--- src/hdl/lslrm_ram.sv ---
`timescale 1ns / 1ps
// Generic single-write, single-read synchronous RAM with registered read.
// Read-first on an address collision; no dependencies.
module lslrm_ram #(
  parameter int WIDTH = 8,
  parameter int DEPTH = 64
) (
  input  logic                     clk,
  input  logic                     we,
  input  logic [$clog2(DEPTH)-1:0] waddr,
  input  logic [WIDTH-1:0]         wdata,
  input  logic                     re,
  input  logic [$clog2(DEPTH)-1:0] raddr,
  output logic [WIDTH-1:0]         rdata
);

  logic [WIDTH-1:0] mem [DEPTH];
  logic [WIDTH-1:0] rdata_r;

  always_ff @(posedge clk) begin
    if (we) begin
      mem[waddr] <= wdata;
    end
    if (re) begin
      rdata_r <= mem[raddr];
    end
  end

  assign rdata = rdata_r;

endmodule

--- config.mk ---
export PLATFORM = sky130hd
export DESIGN_NAME = lslrm_ram
export DESIGN_NICKNAME = d
export VERILOG_FILES = /design/src/hdl/lslrm_ram.sv
export SDC_FILE = /design/constraint.sdc
export NUM_CORES = 1
export LEC_CHECK = 0
export BUFFER_PORTS_ARGS = -buffer_cell sky130_fd_sc_hd__buf_2
export CAP_MARGIN = 20
export CORE_ASPECT_RATIO = 0.8
export CORE_UTILIZATION = 45
export CTS_CLUSTER_DIAMETER = 80
export CTS_CLUSTER_SIZE = 12
export DETAILED_ROUTE_END_ITERATION = 12
export PLACE_DENSITY = 0.59
export SLEW_MARGIN = 10
export SYNTH_ARGS = -nofsm -noshare
export SYNTH_HDL_FRONTEND = slang
export SYNTH_SLANG_ARGS = --single-unit
--- constraint.sdc ---
create_clock -name clk -period 2.2 [get_ports clk]
set_input_delay 0.44 -clock clk [delete_from_list [all_inputs] [get_ports clk]]
set_output_delay 0.44 -clock clk [all_outputs]
set_load 0.03 [all_outputs]
==> impl_metrics.yaml, run 1 <==
timing:
  period_minus_slack_ns: 2.146
  fmax_ghz: 0.4659
  tightest_slew_ns: 0.9839
  slew_violations: 0
  setup_viol: 0
  finalSetupTns_ns: 0
  slew_headroom: 0.3440
  fin_crit_sh: 0.9755
  finClkSkew_ns: 0.01068
  setup_slack_ns: 0.05382
  hold_violations: 0
  rsz0062_at_grt: "no"
yosys:
  synth.top_cells.by_count: "520 x edfxtp_1, 126 x mux4_2, 83 x nor2_1"
  syn_nets: 963
  syn_inst: 940
  ys_warn_count: 0
  yosys.area.top_type: "edfxtp_1"
  synth-main-ff-cell: "edfxtp_1"
  ys_seq_area_frac: 0.7712
  netlist_area_um2: 20250
  yosys.cell_count.top_type: "edfxtp_1"
  synth-edff-count: 520
  yosys-top-cells-area: "edfxtp_1 77%, mux4_2 14%, nor2_1 1.5%, mux2i_1 1.1%, mux2_2 0.72%"
  syn_area_per_cell_um2: 21.54
  ys_ff_latch: 520
  synth_top_area_frac: 0.7712
  yosysUniqueCellTypes: 39
  async_flop_share: 0
placed_design:
  pre_cts_ws_ns: -0.5804
  dpl-instance-area_um2: 22230
  gp_routability_congestion: 0.8358
  dp_hpwl_um: 29940
  placed_cells: 1674
  portBuffers: 30
finish:
  final_cell_count_no_fill: 1729
  nets: 1145
  drive_gt1_frac: 0.3345
  final_util: 0.5302
  multi_input_area_um2: 4315
  syn2layout_area_growth_pct: 16.20
  nFillCells: 3491
  finalInstanceArea_um2: 23530
  ff_latch_area_um2: 15620
global_routing:
  grt_pass1_vias: 9974
  grt_antenna_before_repair: 4
  grt_max_degree: 65
  grt_pass1_wl_um: 68300
  grt_util_all_layers: 0.2104
  gr-total-overflow: 0
drt:
  postRouteAntennaNets: 0
  drtIter0Drc: 1011
  vias_per_cell: 5.695
  dr.pass1.iters: 5
  wl_per_cell_um: 26.82
  drt-total-wl_um: 46370
  drc_errors: 0
  vias: 9847
die:
  pin_count: 31
  die_h_um: 191.7
  die_x_um: 239.2
  die_area_um2: 45850
  initial_core_util: 0.4563
  core_area_um2: 44380
  rows: 69
setup_path:
  cp_top_family: "multiplexers"
  r2r-end: "rdata[7]"
  required_ns: 2.53
  cp_slowest_cell: "mux4_2"
  regToRegStartpoint: "mem[52][7]"
  ff2ff_setup_slack_ns: 0.10
  slowest_delay_ns: 0.52
  path_buf_inv: 2
  cp_max_fo: 25
  crit_path_start_kind: "input pin"
  crit_type: "in2reg"
  cp.arrival_ns: 2.47
  rr_worst_depth: 4
  setup.worst_path.end_class: "flip-flop"
  path_cells: "clkbuf_8, buf_12, mux4_2, mux2_2, o221a_2, nor3_1, o32ai_1"
cts:
  clockBufferDepth: 3
  cts_setup_buffers: 0
  numCtsBuffers: 49
  cts_root_buf: "clkbuf_16"
  cts.sinks: 520
  clk_pin_slew_worst_paths_ns: 0.06
  clock_latency_ns: 0.59
  ctsResizeCount: 0
  cts_tree: "yes"
  ctsHtreeMaxLevel: 2
  ctsHoldBuffers: 0
min_path:
  min_to: "rdata[0]"
  whs_path_depth: 1
  hp-class: "in2reg"
  min-delay-start: "re"
power_and_ir_drop:
  cellLeakagePower_nw: 7.585
  irDropWorstVdd_v: 0.0006271
  powerDensity_nw_per_um2: 834.5
status:
  status: "complete, no violations"
job:
  drv_cap: 0
placed cells by master (no fill, tap or decap), types with 13 or more instances in the layout:
cell,instances
buf_12,19
buf_2,27
buf_4,135
clkbuf_16,51
edfxtp_1,520
mux2_2,13
mux2i_1,23
mux4_2,126
nand2_1,19
nand3_1,13
nor2_1,83
nor2b_1,14
area by class of cell:
type,instances,area share
Sequential cell,520,0.6637
Multi-Input combinational cell,369,0.1834
Timing Repair Buffer,182,0.06557
Clock buffer,51,0.05425
Tap cell,603,0.03207
Clock inverter,2,0.0007446
Antenna cell,2,0.0002127
layer usage:
layer,global-route usage,share of wire
met5,0,0.00058
met4,0.05695,0.023
met3,0.04829,0.073
met2,0.2990,0.43
met1,0.3258,0.47
power breakdown:
group / internal, W / switching (W) / total [W]
Clock: 0.00406 / 0.00339 / 0.00746
Sequential: 0.0110 / 0.0000298 / 0.0110
Combinational: 0.000484 / 0.000674 / 0.00116
logic make-up after synthesis:
logic type	after synthesis	share of synthesized area
AOI/OAI and AO/OA	54	0.02064
buffers and inverters	51	0.01563
DFF	520	0.7712
muxes	162	0.1588
and+or+nand+nor	153	0.03374
registers in the layout (all words and copies together), names as in the netlist:
name	cells
mem	512
rdata	8
metrics by stage:
step                hold slack (ns)  power (W)
global placement             0.8322    0.01239
floorplan                    0.5389    0.01183
detailed placement           0.8331    0.01240
finish                       0.2359    0.01963
global route                 0.2205    0.02020
CTS                          0.2069    0.01982
worst max path at each step:
stage	endpoint	slack, ns	start	depth (start not counted)
after floorplan	rdata[3]	0.01	raddr[1]	7
after global placement	rdata[7]	-0.61	raddr[0]	7
after detailed placement	rdata[7]	-0.58	raddr[0]	7
after CTS	rdata[7]	0.04	raddr[0]	7
after global routing	rdata[7]	0.03	raddr[0]	7
final	rdata[6]	0.05	raddr[0]	7
Power figures use the tool's default switching activity.
==> run 2, diff against run 1 <==
CORE_ASPECT_RATIO = default   (was 0.8)
HOLD_SLACK_MARGIN = 0.05   (was default)
SETUP_SLACK_MARGIN = 0.5   (was default)
==> impl_metrics.yaml, run 2 (same netlist as run 1, synthesis figures left out) <==
drt:
  wl_per_cell_um: 28.06
  drc_errors: 0
  wl_met1_um: 19960
  vias: 9815
  postRouteAntennaNets: 0
  routed.top_layer: "met5"
  vias_per_cell: 5.811
  dr.pass1.iters: 5
  drtIter0Drc: 944
  met3_length_um: 3103
  wl_met2_um: 23350
  drt-total-wl_um: 47400
finish:
  antenna_cells: 0
  mostFrequentLayoutCells: "520 x edfxtp_1, 126 x mux4_2, 102 x buf_4, 49 x nor2_4, 49 x clkbuf_16"
  top_register: "mem"
  nets: 1120
  drive_gt1_frac: 0.3929
  syn2layout_area_growth_pct: 18.41
  final_util: 0.5410
  final_cell_count_no_fill: 1689
  finalInstanceArea_um2: 23970
  layout_commonest_cell: "edfxtp_1"
  largest_reg_flops: 512
timing:
  rsz0062_at_grt: "yes"
  fmax_ghz: 0.5009
  slew_headroom: 0.5041
  fin_crit_sh: 0.9074
  finClkSkew_ns: 0.009625
  slew_violations: 0
  setup_viol: 0
  period_minus_slack_ns: 1.996
  tightest_slew_ns: 0.7438
  finalSetupTns_ns: 0
  hold_violations: 0
job:
  drv_cap: 0
placed_design:
  dp_hpwl_um: 29740
  portBuffers: 30
  gp_routability_congestion: 0.7903
  dpl-instance-area_um2: 22430
  placed_cells: 1627
cts:
  clock_latency_ns: 0.57
  numCtsBuffers: 49
  clk_pin_slew_worst_paths_ns: 0.06
  cts_root_buf: "clkbuf_16"
  ctsHoldBuffers: 0
  ctsHtreeMaxLevel: 2
  cts_tree: "yes"
  clockBufferDepth: 3
  cts.sinks: 520
setup_path:
  cp.arrival_ns: 2.30
  ff2ff_setup_slack_ns: 0.20
  required_ns: 2.50
  crit_path_start_kind: "flip-flop"
  cp_slowest_cell: "mux4_2"
  cp_top_family: "multiplexers"
  crit_top_cell: "mux4_2"
  path_cells: "mux4_2, mux4_2, nor2_2, o32ai_1"
  slowest_delay_ns: 0.50
  path_buf_inv: 0
  cp_max_fo: 1
  setup.worst_path.end_class: "flip-flop"
  crit_type: "reg2reg"
die:
  die_h_um: 214.1
  pin_count: 31
  core_area_um2: 44320
  initial_core_util: 0.4569
  rows: 77
  die_area_um2: 45850
  die_x_um: 214.1
status:
  status: "complete, no violations"
global_routing:
  grt_pass1_wl_um: 70210
  grt_util_all_layers: 0.2137
  grt_pass1_vias: 10350
  grt_max_degree: 65
  gr-total-overflow: 0
  grt_antenna_before_repair: 1
power_and_ir_drop:
  cellLeakagePower_nw: 7.525
  powerDensity_nw_per_um2: 815.3
  irDropWorstVdd_v: 0.0005463
min_path:
  hp-class: "in2reg"
-- run 2: cell types whose count changed in the layout (fill, tap and decap cells not counted), moves of 4 or more --
cell	before	now
buf_12	19	23
nor3_1	7	2
nor2_1	83	23
buf_6	0	5
nor2_2	0	11
nor2b_1	14	10
nor2_4	0	49
buf_4	135	102
nand3_1	13	8
-- run 2: final timing paths --
| check | end | start | cells after the start |
|---|---|---|---|
| hold reg to reg | rdata[7] | mem[5][7] | 4 |
| hold / removal | rdata[0] | re | 1 |
| setup reg to reg | rdata[4] | mem[55][4] | 4 |
| setup / recovery | rdata[4] | mem[55][4] | 4 |
-- run 2: through the flow --
stage                     hold slack (ns)  power (W)  setup slack, ns
final                              0.2701    0.01955           0.2037
after global placement             0.8443    0.01245          -0.4916
after floorplan                    0.5389    0.01189          0.07471
after global routing               0.2416    0.02011           0.1515
after CTS                          0.2246    0.01971           0.1914
after detailed placement           0.8425    0.01247          -0.5005
-- run 2: layout make-up --
class | count | area, um^2
clock buffers | 50 | 1230
clock inverters | 1 | 8.758
fillers | 3438 | 20340
multi-input cells | 369 | 4895
flip-flops and latches | 520 | 15620
well taps | 592 | 740.7
repair buffers | 157 | 1485
-- run 2: repair_timing --
item	in CTS	in global routing
pin swaps	3	3
endpoints found under the setup margin	11	11
setup buffers	1	9
cloned	1	0
resized for setup	32	11
-- run 2: power by group --
part / internal (W) / leakage [nW] / switching (W)
Combinational: 0.000554 / 2.23 / 0.000752
Sequential: 0.0110 / 4.69 / 0.0000306
Clock: 0.00391 / 0.610 / 0.00331
Total: 0.0155 / 7.53 / 0.00409
-- run 2: metal layers --
metal | GRT usage | vias up
li1 | - | 4231
met1 | 0.2923 | 5190
met2 | 0.3497 | 319
met3 | 0.04908 | 73
met4 | 0.05119 | 2
met5 | 0 | -
